<file path="config.mk">
export PLATFORM = sky130hd
export DESIGN_NAME = msb_first_bit_writer_ns
export DESIGN_NICKNAME = d
export VERILOG_FILES = /design/src/design/msbw_pkg.sv /design/src/design/msbw_bitlen.sv /design/src/design/msb_first_bit_writer_ns.sv
export VERILOG_INCLUDE_DIRS = /design/src /design/src/design
export SDC_FILE = /design/constraint.sdc
export NUM_CORES = 1
export LEC_CHECK = 0
export BUFFER_PORTS_ARGS = -buffer_cell sky130_fd_sc_hd__buf_4
export CAP_MARGIN = 20
export CELL_PAD_IN_SITES_DETAIL_PLACEMENT = 0
export CELL_PAD_IN_SITES_GLOBAL_PLACEMENT = 1
export CORE_MARGIN = 10
export CORE_UTILIZATION = 30
export CTS_BUF_LIST = sky130_fd_sc_hd__clkbuf_8 sky130_fd_sc_hd__clkbuf_16
export CTS_CLUSTER_DIAMETER = 100
export DETAILED_ROUTE_END_ITERATION = 10
export PLACE_DENSITY_LB_ADDON = 0.1
export SLEW_MARGIN = 20
export SYNTH_ARGS = -nofsm -noshare
export SYNTH_HDL_FRONTEND = slang
export SYNTH_SLANG_ARGS = --single-unit
</file>
<file path="constraint.sdc">
create_clock -name clk -period 5.7 [get_ports clk]
set_input_delay 1.14 -clock clk [delete_from_list [all_inputs] [get_ports clk]]
set_output_delay 1.14 -clock clk [all_outputs]
set_load 0.03 [all_outputs]
</file>
<file path="src/design/assert_macros.svh">
// Assertion macros for the RTL of the bit writer.
// Include by bare file name; each use stands on a line of its own.
`ifndef ASSERT_MACROS_SVH
`define ASSERT_MACROS_SVH

// Same-cycle implication under reset.
`define ASSERT_IMPLIES(label, clk, rst_n, ante, cons, msg) \
    label: assert property (@(posedge clk) disable iff (!rst_n) (ante) |-> (cons)) \
        else $error(msg);

// Next-cycle implication under reset.
`define ASSERT_NEXT(label, clk, rst_n, ante, cons, msg) \
    label: assert property (@(posedge clk) disable iff (!rst_n) (ante) |=> (cons)) \
        else $error(msg);

`endif

</file>
<file path="src/design/msbw_pkg.sv">
// Shared types and constants of the MSB-first bit writer.
// No dependencies.
`timescale 1ns / 1ps
`default_nettype none

package msbw_pkg;

    typedef enum logic [1:0] {
        CMD_WRITE = 2'd0,
        CMD_NS    = 2'd1,
        CMD_FLUSH = 2'd2,
        CMD_RSVD  = 2'd3
    } cmd_t;

    localparam logic [1:0] STAT_OK    = 2'd0;
    localparam logic [1:0] STAT_COUNT = 2'd1;
    localparam logic [1:0] STAT_RANGE = 2'd2;

    localparam int FIELD_W  = 32;
    localparam int PART_W   = 7;
    localparam int ACC_W    = FIELD_W + PART_W;
    localparam int BL_STEPS = 5;

    typedef struct packed {
        logic       done;
        logic [5:0] width;
    } bl_res_t;

    typedef enum logic [7:0] {
        S_IDLE   = 8'b0000_0001,
        S_NORM   = 8'b0000_0010,
        S_SEL    = 8'b0000_0100,
        S_SHIFT  = 8'b0000_1000,
        S_LOAD   = 8'b0001_0000,
        S_EMIT   = 8'b0010_0000,
        S_SINGLE = 8'b0100_0000,
        S_SPARE  = 8'b1000_0000
    } state_t;

endpackage

`default_nettype wire

</file>
<file path="src/design/msbw_bitlen.sv">
// Iterative bit-length unit: binary search over five shift steps.
// Depends on msbw_pkg.
`timescale 1ns / 1ps
`default_nettype none

module msbw_bitlen (
    input  wire logic                     clk,
    input  wire logic                     rst_n,
    input  wire logic                     start,
    input  wire logic [31:0]              n,
    output msbw_pkg::bl_res_t             res
);
    import msbw_pkg::*;

    logic        run_reg, run_next;
    logic [2:0]  step_reg, step_next;
    logic [31:0] x_reg, x_next;
    logic [5:0]  w_reg, w_next;
    logic        done_reg, done_next;
    logic [5:0]  amt;
    logic [31:0] upper;

    assign amt   = 6'(6'd16 >> step_reg);
    assign upper = x_reg >> amt;

    always_comb
    begin
        run_next  = run_reg;
        step_next = step_reg;
        x_next    = x_reg;
        w_next    = w_reg;
        done_next = 1'b0;
        if (start)
        begin
            run_next  = 1'b1;
            step_next = 3'd0;
            x_next    = n;
            w_next    = 6'd0;
        end
        else if (run_reg)
        begin
            if (upper != 32'd0)
            begin
                x_next = upper;
                w_next = w_reg + amt;
            end
            if (step_reg == 3'(BL_STEPS - 1))
            begin
                run_next  = 1'b0;
                done_next = 1'b1;
            end
            else
            begin
                step_next = step_reg + 3'd1;
            end
        end
    end

    always_ff @(posedge clk or negedge rst_n)
    begin
        if (!rst_n)
        begin
            run_reg  <= 1'b0;
            step_reg <= 3'd0;
            done_reg <= 1'b0;
        end
        else
        begin
            run_reg  <= run_next;
            step_reg <= step_next;
            done_reg <= done_next;
        end
    end

    always_ff @(posedge clk)
    begin
        x_reg <= x_next;
        w_reg <= w_next;
    end

    assign res.done  = done_reg;
    assign res.width = w_reg + 6'd1;

endmodule

`default_nettype wire

</file>
<file path="src/design/msb_first_bit_writer_ns.sv">
// MSB-first bit writer with truncated binary (ns) code.
// Input item: command on s_tuser; bit_count, value, ns_range on s_tdata.
// Result items: one byte per m_ item; tuser carries byte_valid and status,
// tlast marks the final result of an input item.
// An item is taken only in idle; s_tready is low until its results are queued.
// Write: S_SHIFT and S_LOAD align, then one byte per cycle (up to four bytes).
// ns code: msbw_bitlen finds the bit length in S_NORM, S_SEL then picks the code.
// Flush: one byte if bits are pending. Errors and no-byte items give one result.
// A stalled receiver holds up each byte and result, since each waits for the
// single output register to free up.
// Reset clears pending bits and count and drops any queued result.
`timescale 1ns / 1ps
`default_nettype none

`include "assert_macros.svh"

module msb_first_bit_writer_ns #(
    parameter int MAX_FIELD_BITS = 32
) (
    input  wire logic        clk,
    input  wire logic        rst_n,
    input  wire logic        s_tvalid,
    output logic             s_tready,
    input  wire logic [71:0] s_tdata,  // bit_count[5:0], value[37:6], ns_range[69:38]
    input  wire logic [1:0]  s_tuser,  // command[1:0]
    output logic             m_tvalid,
    input  wire logic        m_tready,
    output logic [7:0]       m_tdata,  // data_byte[7:0]
    output logic [2:0]       m_tuser,  // byte_valid[0], status[2:1]
    output logic             m_tlast
);
    import msbw_pkg::*;

    state_t               state_reg, state_next;
    logic [FIELD_W-1:0]   val_reg, val_next;
    logic [FIELD_W-1:0]   n_reg, n_next;
    logic [5:0]           cnt_reg, cnt_next;
    logic [1:0]           status_reg, status_next;
    logic [FIELD_W:0]     m_reg, m_next;
    logic [5:0]           wl_reg, wl_next;
    logic [FIELD_W-1:0]   vtop_reg, vtop_next;
    logic [ACC_W-1:0]     acc_reg, acc_next;
    logic [5:0]           total_reg, total_next;
    logic [PART_W-1:0]    pbits_reg, pbits_next;
    logic [2:0]           pcnt_reg, pcnt_next;

    logic                 out_valid_reg, out_valid_next;
    logic [7:0]           out_byte_reg, out_byte_next;
    logic                 out_bv_reg, out_bv_next;
    logic [1:0]           out_stat_reg, out_stat_next;
    logic                 out_last_reg, out_last_next;
    logic                 out_free;

    cmd_t                 in_cmd;
    logic [5:0]           in_count;
    logic [FIELD_W-1:0]   in_value;
    logic [FIELD_W-1:0]   in_range;
    logic                 accept;
    logic                 bl_start;
    bl_res_t              bl_res;
    logic [PART_W-1:0]    ptop;
    logic [ACC_W-1:0]     acc_sh;
    logic [2:0]           tot_rem;
    logic [5:0]           max_bits;

    assign in_cmd   = cmd_t'(s_tuser);
    assign in_count = s_tdata[5:0];
    assign in_value = s_tdata[37:6];
    assign in_range = s_tdata[69:38];
    assign s_tready = (state_reg == S_IDLE);
    assign accept   = s_tvalid && s_tready;
    assign out_free = !out_valid_reg || m_tready;
    assign max_bits = 6'(MAX_FIELD_BITS);
    assign bl_start = accept && (in_cmd == CMD_NS) && (in_range != 32'd0)
                      && (in_value < in_range);
    assign ptop     = pbits_reg << (3'd7 - pcnt_reg);
    assign acc_sh   = acc_reg << 8;
    assign tot_rem  = 3'(total_reg - 6'd8);

    msbw_bitlen u_bitlen (
        .clk   (clk),
        .rst_n (rst_n),
        .start (bl_start),
        .n     (in_range),
        .res   (bl_res)
    );

    always_comb
    begin
        state_next     = state_reg;
        val_next       = val_reg;
        n_next         = n_reg;
        cnt_next       = cnt_reg;
        status_next    = status_reg;
        m_next         = m_reg;
        wl_next        = wl_reg;
        vtop_next      = vtop_reg;
        acc_next       = acc_reg;
        total_next     = total_reg;
        pbits_next     = pbits_reg;
        pcnt_next      = pcnt_reg;
        out_valid_next = (out_valid_reg && !m_tready);
        out_byte_next  = out_byte_reg;
        out_bv_next    = out_bv_reg;
        out_stat_next  = out_stat_reg;
        out_last_next  = out_last_reg;

        unique case (state_reg)
            S_IDLE:
            begin
                if (accept)
                begin
                    unique case (in_cmd)
                        CMD_WRITE:
                        begin
                            if (in_count > max_bits)
                            begin
                                status_next = STAT_COUNT;
                                state_next  = S_SINGLE;
                            end
                            else
                            begin
                                cnt_next   = in_count;
                                val_next   = in_value;
                                state_next = S_SHIFT;
                            end
                        end
                        CMD_NS:
                        begin
                            if (bl_start)
                            begin
                                val_next   = in_value;
                                n_next     = in_range;
                                state_next = S_NORM;
                            end
                            else
                            begin
                                status_next = STAT_RANGE;
                                state_next  = S_SINGLE;
                            end
                        end
                        CMD_FLUSH:
                        begin
                            if (pcnt_reg == 3'd0)
                            begin
                                status_next = STAT_OK;
                                state_next  = S_SINGLE;
                            end
                            else
                            begin
                                acc_next   = {ptop, {FIELD_W{1'b0}}};
                                total_next = 6'd8;
                                state_next = S_EMIT;
                            end
                        end
                        CMD_RSVD:
                        begin
                            status_next = STAT_OK;
                            state_next  = S_SINGLE;
                        end
                    endcase
                end
            end
            S_NORM:
            begin
                if (bl_res.done)
                begin
                    wl_next    = bl_res.width;
                    m_next     = (33'd1 << bl_res.width) - {1'b0, n_reg};
                    state_next = S_SEL;
                end
            end
            S_SEL:
            begin
                if ({1'b0, val_reg} < m_reg)
                begin
                    if ((wl_reg - 6'd1) > max_bits)
                    begin
                        status_next = STAT_COUNT;
                        state_next  = S_SINGLE;
                    end
                    else
                    begin
                        cnt_next   = wl_reg - 6'd1;
                        state_next = S_SHIFT;
                    end
                end
                else if (wl_reg > max_bits)
                begin
                    status_next = STAT_COUNT;
                    state_next  = S_SINGLE;
                end
                else
                begin
                    cnt_next   = wl_reg;
                    val_next   = val_reg + m_reg[FIELD_W-1:0];
                    state_next = S_SHIFT;
                end
            end
            S_SHIFT:
            begin
                vtop_next  = val_reg << (6'd32 - cnt_reg);
                state_next = S_LOAD;
            end
            S_LOAD:
            begin
                acc_next   = {ptop, {FIELD_W{1'b0}}} | ({vtop_reg, {PART_W{1'b0}}} >> pcnt_reg);
                total_next = {3'd0, pcnt_reg} + cnt_reg;
                state_next = S_EMIT;
            end
            S_EMIT:
            begin
                if (total_reg < 6'd8)
                begin
                    pcnt_next   = total_reg[2:0];
                    pbits_next  = acc_reg[ACC_W-1:FIELD_W] >> (3'd7 - total_reg[2:0]);
                    status_next = STAT_OK;
                    state_next  = S_SINGLE;
                end
                else if (out_free)
                begin
                    out_valid_next = 1'b1;
                    out_byte_next  = acc_reg[ACC_W-1:ACC_W-8];
                    out_bv_next    = 1'b1;
                    out_stat_next  = STAT_OK;
                    out_last_next  = (total_reg < 6'd16);
                    acc_next       = acc_sh;
                    total_next     = total_reg - 6'd8;
                    if (total_reg < 6'd16)
                    begin
                        pcnt_next  = tot_rem;
                        pbits_next = acc_sh[ACC_W-1:FIELD_W] >> (3'd7 - tot_rem);
                        state_next = S_IDLE;
                    end
                end
            end
            S_SINGLE:
            begin
                if (out_free)
                begin
                    out_valid_next = 1'b1;
                    out_byte_next  = 8'd0;
                    out_bv_next    = 1'b0;
                    out_stat_next  = status_reg;
                    out_last_next  = 1'b1;
                    state_next     = S_IDLE;
                end
            end
            default:
            begin
                state_next = S_IDLE;
            end
        endcase
    end

    always_ff @(posedge clk or negedge rst_n)
    begin
        if (!rst_n)
        begin
            state_reg     <= S_IDLE;
            pbits_reg     <= '0;
            pcnt_reg      <= '0;
            out_valid_reg <= 1'b0;
        end
        else
        begin
            state_reg     <= state_next;
            pbits_reg     <= pbits_next;
            pcnt_reg      <= pcnt_next;
            out_valid_reg <= out_valid_next;
        end
    end

    always_ff @(posedge clk)
    begin
        val_reg      <= val_next;
        n_reg        <= n_next;
        cnt_reg      <= cnt_next;
        status_reg   <= status_next;
        m_reg        <= m_next;
        wl_reg       <= wl_next;
        vtop_reg     <= vtop_next;
        acc_reg      <= acc_next;
        total_reg    <= total_next;
        out_byte_reg <= out_byte_next;
        out_bv_reg   <= out_bv_next;
        out_stat_reg <= out_stat_next;
        out_last_reg <= out_last_next;
    end

    assign m_tvalid = out_valid_reg;
    assign m_tdata  = out_byte_reg;
    assign m_tuser  = {out_stat_reg, out_bv_reg};
    assign m_tlast  = out_last_reg;

    `ASSERT_IMPLIES(a_part_clean, clk, rst_n, 1'b1, ((pbits_reg >> pcnt_reg) == 7'd0), "pending bits above count")
    `ASSERT_IMPLIES(a_nobyte_last, clk, rst_n, m_tvalid && !m_tuser[0], m_tlast, "no-byte result not last")
    `ASSERT_IMPLIES(a_err_nobyte, clk, rst_n, m_tvalid && (m_tuser[2:1] != STAT_OK), !m_tuser[0], "error result carries byte")
    `ASSERT_IMPLIES(a_total_range, clk, rst_n, state_reg == S_EMIT, total_reg <= 6'(ACC_W), "bit total out of range")

endmodule

`default_nettype wire

</file>
==> metrics.md, run 1 <==
| Metric | Value |
|---|---|
| DRC Markers | `0` |
| Most common cell after layout, fill and taps aside | `sky130_fd_sc_hd__edfxtp_1` |
| Startpoint type of the worst setup path | `flip-flop` |
| Max Clock Skew | `approximately 0.031 ns` |
| Most instantiated flip-flop cell in the synthesis netlist | `sky130_fd_sc_hd__edfxtp_1` |
| Number of DRC violations after detailed-routing iteration 0 | `between 1,000 and 1,500` |
| Total instance count after detailed placement | `3,046` |
| Async set-or-reset flop fraction in the synthesized netlist | `slightly below 9%` |
| Maximum VDD drop | `0.000427 V` |
| Largest register FFs | `39` |
| Clock sinks | `between 200 and 300` |
| CP max FO | `8` |
| Count of buffers inserted at the top-level ports | `89` |
| Largest net degree at the start of global routing | `79` |
| Worst setup margin | `0.762 ns` |
| Critical Path Slowest Stage Cell | `sky130_fd_sc_hd__xnor2_1` |
| Post-detailed-routing wire length | `about 67,000 µm` |
| Category of the critical setup timing path | `flip-flop to flip-flop` |
| Origin of the critical flop-to-flop path | `u_bitlen.w_reg[1]` |
| Detailed Routing Iterations Pass 1 | `7` |
| Detailed-route wire length per cell | `roughly 21 µm` |
| Number of global-route vias before repair | `16,500` |
| Final period demand of the worst path | `just under 5 ns` |
| Total GRT Usage | `16.8%` |
| Master cell of the clock root buffer | `sky130_fd_sc_hd__clkbuf_16` |
| Area added between synthesis and finish | `15.4%` |
| Cell Area, Synth | `20,200 µm²` |
| Relative slew slack | `between 20% and 30%` |
| Start point of the critical path | `u_bitlen.w_reg[1]` |
| Clock insertion delay at the later pin of the skew report | `0.58 ns` |
| Net Sw Power | `5.07 mW` |
| Cells traversed along the worst timing path | `nand3_1, xnor2_1, nand2b_1, nor2_1, ha_1, and4_1, o311a_1, nor4_1, or2_2, o31ai_1, a211oi_1, o41ai_1, nor2_1, o31ai_1, xor2_1` |
| Number of levels in the clock H-tree | `2` |
| Syn Inst Count | `2,146` |
| Outcome | `completed` |
| Overall overflow remaining after global route | `0` |
| Internal Pwr Total | `6.60 mW` |
| Clock share of power | `22.1%` |
| Relative contribution of sequential cells to total power | `26.8%` |
| Clock tree from TritonCTS | `built` |
| Clock buffer depth | `3` |
| Synthesis-stage register bit count | `261` |
| Sequential area share after synthesis | `37.9%` |
| Global-route wire length before repair | `102,000 µm` |
| Clock transition at path regs | `0.07 ns` |
| Count of flip-flops with a built-in enable after synthesis | `around 230` |
| Leading cell types in the layout, fill and taps excluded | `232 x sky130_fd_sc_hd__edfxtp_1, 226 x sky130_fd_sc_hd__nand2_1, 200 x sky130_fd_sc_hd__nor2_1` |
| Die Outline Area | `78,100 µm²` |
| Setup Buffers After CTS | `0` |
| Nets | `approximately 2,400` |
| Final weighted congestion in routability-driven placement | `0.904` |
| Hold buffers post-CTS | `0` |
| Switching part of the total power | `a little over two fifths` |
| Vias post-DR | `16,100` |
| Max Cap Viol | `0` |
| Sum of internal, switching and leakage power | `roughly 12 mW` |
| Comb pwr share | `51.1%` |
| Leakage power | `9.27 nW` |
| Arrival @ worst endpoint | `5.24 ns` |
| Highest attainable clock frequency | `about 200 MHz` |
| Count of instances resized after the clock tree is built | `0` |
| CP top delay family | `compound AO/OA/AOI/OAI gates` |
| Per-cell via count in the routed design | `5.17` |
| Synthesized netlist net count | `around 2,400` |
| Final setup violation count | `0` |
| Boundary Pins | `92` |
| Fin. Hold Viols | `0` |
| Mean post-synth cell area | `9.41 µm²` |
| Largest stage delay on the critical path | `0.55 ns` |
| Post-synthesis cell type count | `87` |
| Worst Path Required | `6.01 ns` |
| Filler-free cell count of the finished design | `3,118` |
| Number of antenna violations at the first check in global routing | `1` |
| Diodes inserted | `0` |
| Clock buffers created by TritonCTS | `38` |
| Die X-Extent | `between 200 and 300 µm` |
| Initial standard-cell utilization of the core | `30.2%` |
| TNS Setup | `0 ns` |
| Dpl ws | `0.726 ns` |
| Share of final-layout standard cells stronger than drive strength 1 | `12.3%` |
| Type of the most critical hold path | `input pin to async pin` |
| Floorplan row count | `95` |
| Placed wire-length estimate after detailed placement | `approximately 53,000 µm` |
| Worst Tran Pin Value | `1.07 ns` |
| Power per cell area | `501 nW/µm²` |
| Final clock period utilization by the worst path | `86.6%` |
| Count of final max-slew check failures | `0` |
| Crit path buffers/inverters | `0` |
| Warnings, synthesis | `0` |
| Core area | `roughly 67,000 µm²` |
| Element type at the critical path end | `flip-flop` |
| Die boundary height | `roughly 280 µm` |
| Number of routed nets with antenna violations | `0` |
| RSZ-0062 raised after global routing | `no` |
Yosys cell counts, types with 7 or more instances:
cell	n	area (µm²)
sky130_fd_sc_hd__a21o_1	31	233
sky130_fd_sc_hd__buf_1	15	56.3
sky130_fd_sc_hd__nor3b_1	11	82.6
sky130_fd_sc_hd__and2_1	13	81.3
sky130_fd_sc_hd__a31oi_1	16	100
sky130_fd_sc_hd__mux4_2	23	518
sky130_fd_sc_hd__inv_1	149	559
sky130_fd_sc_hd__clkbuf_1	66	248
sky130_fd_sc_hd__xor2_1	22	193
sky130_fd_sc_hd__a211oi_1	34	255
sky130_fd_sc_hd__nand2b_1	22	138
sky130_fd_sc_hd__nor2b_1	22	138
sky130_fd_sc_hd__o21a_1	7	52.6
sky130_fd_sc_hd__xnor2_1	59	517
sky130_fd_sc_hd__o221ai_1	7	61.3
sky130_fd_sc_hd__o211ai_1	11	82.6
sky130_fd_sc_hd__mux2i_1	181	1810
sky130_fd_sc_hd__a21oi_1	137	686
sky130_fd_sc_hd__or3_1	13	81.3
sky130_fd_sc_hd__nor2_1	201	754
sky130_fd_sc_hd__nor3_1	20	100
sky130_fd_sc_hd__o31ai_1	11	82.6
sky130_fd_sc_hd__nor4_1	14	87.6
sky130_fd_sc_hd__o21ai_0	167	836
sky130_fd_sc_hd__nand2_1	226	848
sky130_fd_sc_hd__mux2_2	27	304
sky130_fd_sc_hd__buf_2	13	65.1
sky130_fd_sc_hd__o21bai_1	12	90.1
sky130_fd_sc_hd__a221oi_1	8	70.1
sky130_fd_sc_hd__or2_2	8	50.1
sky130_fd_sc_hd__nand4_1	19	119
sky130_fd_sc_hd__ha_1	149	1860
sky130_fd_sc_hd__o22ai_1	17	106
sky130_fd_sc_hd__nand3_1	35	175
sky130_fd_sc_hd__edfxtp_1	232	6970
sky130_fd_sc_hd__dfrtp_1	22	551
final timing paths:
kind | to | slack [ns] | depth (start not counted)
max | m_reg[31] | 0.76 | 15
min | pbits_reg[2] | 0.46 | 1
max in group asynchronous | state_reg[0] | 4.94 | 1
min reg2reg | pbits_reg[6] | 0.50 | 1
min in group clk | pbits_reg[6] | 0.50 | 1
max reg2reg | m_reg[31] | 0.76 | 15
power by group through the flow:
stage	Clock [mW]	Combinational, mW	Sequential, mW
global placement	0	5.97	3.16
global route	2.72	6.60	3.18
finish	2.58	5.96	3.13
floorplan	0	4.26	2.99
CTS	2.65	5.99	3.13
detailed placement	0	5.96	3.17
routing by layer:
layer	routed length [µm]	share of wire [%]	global-route usage, %
met1	30900	46	21.7
met2	32200	48	28.9
met3	1950	2.9	2.09
met4	1960	2.9	5.31
met5	0	0	0
stage by stage:
step	util [%]	cell area, µm²	hold slack, ns
global placement	32.7	21900	0.478
floorplan	-	20200	0.460
global route	34.8	23300	0.463
CTS	34.8	23300	0.439
detailed placement	32.7	21900	0.488
finish	34.8	23300	0.463
cell families after synthesis:
family / synth area share, %
XOR/XNOR: 3.51
buffers and inverters: 5.10
AO/OA/AOI/OAI: 15.9
adder cells (fa/ha/maj): 9.63
multiplexers: 13.3
AND/OR/NAND/NOR: 14.6
flip-flops: 37.9
area by class of cell:
cell class	count	area, µm²
tap	873	1090
multi-input combinational	1630	11600
clock buffer	40	978
clock inverter	30	383
inverter	153	577
timing repair buffer	131	1020
fill	6855	43600
sequential	261	7670
Power figures use the tool's default switching activity.
==> run 2: changes to the inputs <==
--- a/config.mk
+++ b/config.mk
@@ -6,6 +6,7 @@
 export SDC_FILE = /design/constraint.sdc
 export NUM_CORES = 1
 export LEC_CHECK = 0
+export ABC_CLOCK_PERIOD_IN_PS = 5700
 export BUFFER_PORTS_ARGS = -buffer_cell sky130_fd_sc_hd__buf_4
 export CAP_MARGIN = 20
 export CELL_PAD_IN_SITES_DETAIL_PLACEMENT = 0
@@ -15,7 +16,9 @@
 export CTS_BUF_LIST = sky130_fd_sc_hd__clkbuf_8 sky130_fd_sc_hd__clkbuf_16
 export CTS_CLUSTER_DIAMETER = 100
 export DETAILED_ROUTE_END_ITERATION = 10
+export GPL_ROUTABILITY_DRIVEN = 0
 export PLACE_DENSITY_LB_ADDON = 0.1
+export RECOVER_POWER = 25
 export SLEW_MARGIN = 20
 export SYNTH_ARGS = -nofsm -noshare
 export SYNTH_HDL_FRONTEND = slang
==> metrics.md, run 2 (synthesized netlist as in run 1, its figures left out) <==
| Metric | Value |
|---|---|
| Total of fill cells in the finished design | `6,907 (was 6,855)` |
| Setup Buffers After CTS | `0 (unchanged)` |
| DRC Markers | `0 (unchanged)` |
| Arrival @ worst endpoint | `5.24 ns (about the same)` |
| Initial standard-cell utilization of the core | `30.2% (unchanged)` |
| Core area | `66,900 µm² (unchanged)` |
| Crit path buffers/inverters | `0 (unchanged)` |
| Number of DRC violations after detailed-routing iteration 0 | `1,026 (was 1,052)` |
| CP max FO | `8 (unchanged)` |
| Power per cell area | `498 nW/µm² (was 501 nW/µm²)` |
| Cells traversed along the worst timing path | `nand3_1, xnor2_1, nand2b_1, nor2_1, ha_1, a21oi_1, o21ai_0, a32o_1, a21oi_1, a311oi_1, a41o_1, or4b_2, a31oi_1, xnor2_1 (was nand3_1, xnor2_1, nand2b_1, nor2_1, ha_1, and4_1, o311a_1, nor4_1, or2_2, o31ai_1, a211oi_1, o41ai_1, nor2_1, o31ai_1, xor2_1)` |
| Worst setup margin | `0.756 ns (was 0.762 ns)` |
| Vias post-DR | `16,100 (about the same)` |
| Violations in the final reports | `max-capacitance violations, max-slew violations` |
| Highest attainable clock frequency | `202 MHz (was 203 MHz)` |
| Leakage power | `9.12 nW (was 9.27 nW)` |
| Max Clock Skew | `0.0178 ns (was 0.0306 ns)` |
| Count of final max-slew check failures | `117 (was 0)` |
| Placed wire-length estimate after detailed placement | `52,400 µm (was 53,100 µm)` |
| Final clock period utilization by the worst path | `86.7% (was 86.6%)` |
| Startpoint type of the worst setup path | `flip-flop (unchanged)` |
| Number of routed nets with antenna violations | `0 (unchanged)` |
| Overall overflow remaining after global route | `0 (unchanged)` |
| Largest stage delay on the critical path | `0.65 ns (was 0.55 ns)` |
| Critical Path Slowest Stage Cell | `sky130_fd_sc_hd__xnor2_1 (unchanged)` |
| Worst Tran Pin Value | `2.71 ns (was 1.07 ns)` |
| Maximum VDD drop | `0.000221 V (was 0.000427 V)` |
| Element type at the critical path end | `flip-flop (unchanged)` |
| Final period demand of the worst path | `4.94 ns (about the same)` |
| Clock tree from TritonCTS | `built (unchanged)` |
| Nets | `2,446 (unchanged)` |
| Category of the critical setup timing path | `flip-flop to flip-flop (unchanged)` |
| Number of global-route vias before repair | `16,400 (was 16,500)` |
| Clock buffers created by TritonCTS | `37 (was 38)` |
| Count of instances resized after the clock tree is built | `0 (unchanged)` |
| Die Outline Area | `78,100 µm² (unchanged)` |
| Sum of internal, switching and leakage power | `11.5 mW (was 11.7 mW)` |
| Leading cell types in the layout, fill and taps excluded | `232 x sky130_fd_sc_hd__edfxtp_1, 226 x sky130_fd_sc_hd__nand2_1, 200 x sky130_fd_sc_hd__nor2_1 (unchanged)` |
| Largest register FFs | `39 (unchanged)` |
| Max Cap Viol | `3 (was 0)` |
| Floorplan row count | `95 (unchanged)` |
| Count of buffers inserted at the top-level ports | `89 (unchanged)` |
| Master cell of the clock root buffer | `sky130_fd_sc_hd__clkbuf_16 (unchanged)` |
| Share of final-layout standard cells stronger than drive strength 1 | `10.5% (was 12.3%)` |
| Area added between synthesis and finish | `14.4% (was 15.4%)` |
| Hold buffers post-CTS | `0 (unchanged)` |
| Storage cell area | `7670 µm² (unchanged)` |
| Number of levels in the clock H-tree | `2 (unchanged)` |
| Largest net degree at the start of global routing | `79 (unchanged)` |
| Clock sinks | `261 (unchanged)` |
| Number of antenna violations at the first check in global routing | `4 (was 1)` |
| Clock buffer depth | `3 (unchanged)` |
| Multi-input combinational cell area | `11,600 µm² (about the same)` |
| Diodes inserted | `0 (unchanged)` |
| Post-detailed-routing wire length | `66,000 µm (was 66,900 µm)` |
| Fin. Hold Viols | `0 (unchanged)` |
| Total GRT Usage | `16.6% (was 16.8%)` |
| Global-route wire length before repair | `101,000 µm (was 102,000 µm)` |
| Final setup violation count | `0 (unchanged)` |
| RSZ-0062 raised after global routing | `no (unchanged)` |
| TNS Setup | `0 ns (unchanged)` |
| Clock insertion delay at the later pin of the skew report | `0.55 ns (was 0.58 ns)` |
| Most common cell after layout, fill and taps aside | `sky130_fd_sc_hd__edfxtp_1 (unchanged)` |
| Die boundary height | `279 µm (unchanged)` |
| CP top delay family | `compound AO/OA/AOI/OAI gates (unchanged)` |
| Outcome | `finished with violations (was completed)` |
| Filler-free cell count of the finished design | `3,115 (was 3,118)` |
| Total instance count after detailed placement | `3,047 (was 3,046)` |
| Detailed-route wire length per cell | `21.2 µm (was 21.5 µm)` |
| Worst Path Required | `5.99 ns (was 6.01 ns)` |
| Per-cell via count in the routed design | `5.16 (was 5.17)` |
| Clock transition at path regs | `0.06 ns (was 0.07 ns)` |
| Type of the most critical hold path | `flip-flop to flip-flop (was input pin to async pin)` |
| Boundary Pins | `92 (unchanged)` |
| Die X-Extent | `279 µm (unchanged)` |
| Detailed Routing Iterations Pass 1 | `5 (was 7)` |
| Relative slew slack | `-80.7% (was 29.0%)` |
| Dpl ws | `0.803 ns (was 0.726 ns)` |
## run 2: changes by cell type in the layout (fill, tap and decap cells not counted), moves of 3 or more
cell                         previous run  this run
sky130_fd_sc_hd__and2_0                 1         9
sky130_fd_sc_hd__and2_1                13         5
sky130_fd_sc_hd__buf_4                128        91
sky130_fd_sc_hd__clkbuf_1               0        37
sky130_fd_sc_hd__clkinvlp_4             3         0
## run 2: report_power, final
group	internal (mW)	leakage, nW	switching, mW	total, mW
Combinational	2.31	6.01	3.62	5.93
Clock	1.54	0.660	0.921	2.46
Sequential	2.69	2.45	0.431	3.13
Total	6.54	9.12	4.97	11.5
## run 2: cell type report
| cell class | instances | share of cell area, % |
|---|---|---|
| clock inverters | 25 | 1.23 |
| inverters | 153 | 2.50 |
| clock buffers | 41 | 4.34 |
| well taps | 873 | 4.73 |
| multi-input cells | 1630 | 50.1 |
| flip-flops and latches | 261 | 33.2 |
| repair buffers | 132 | 3.91 |
## run 2: routing by layer
layer	share of wire [%]	up-vias	track usage, %
li1	-	7981	-
met1	46	7709	21.4
met2	47	319	28.0
met3	3.7	79	2.28
met4	3.2	0	5.77
met5	0	-	0
## run 2: per-stage QoR
step	area [µm²]	util (%)	hold slack (ns)
finish	23100	34.5	0.504
global route	23100	34.5	0.523
CTS	23200	34.7	0.469
detailed placement	21900	32.7	0.488
global placement	21900	32.7	0.482
floorplan	20200	-	0.460
## run 2: path summary, 6_finish.rpt
kind / start / end / slack, ns / cells after the start
max: u_bitlen.w_reg[1] / m_reg[32] / 0.76 / 14
min: pbits_reg[6] / pbits_reg[6] / 0.50 / 1
max reg2reg: u_bitlen.w_reg[1] / m_reg[32] / 0.76 / 14
min reg2reg: pbits_reg[6] / pbits_reg[6] / 0.50 / 1
max in group asynchronous: rst_n / pcnt_reg[0] / 3.90 / 1
min in group asynchronous: rst_n / m_tvalid / 0.90 / 1
## run 2: worst register-to-register path: cells and delay by family, from the launching register on
kind            cells  cell delay, ns
fa+ha+maj           1            0.38
compound gates      7            1.79
simple gates        4            1.30
flops               1            0.49
xor+xnor            2            0.73
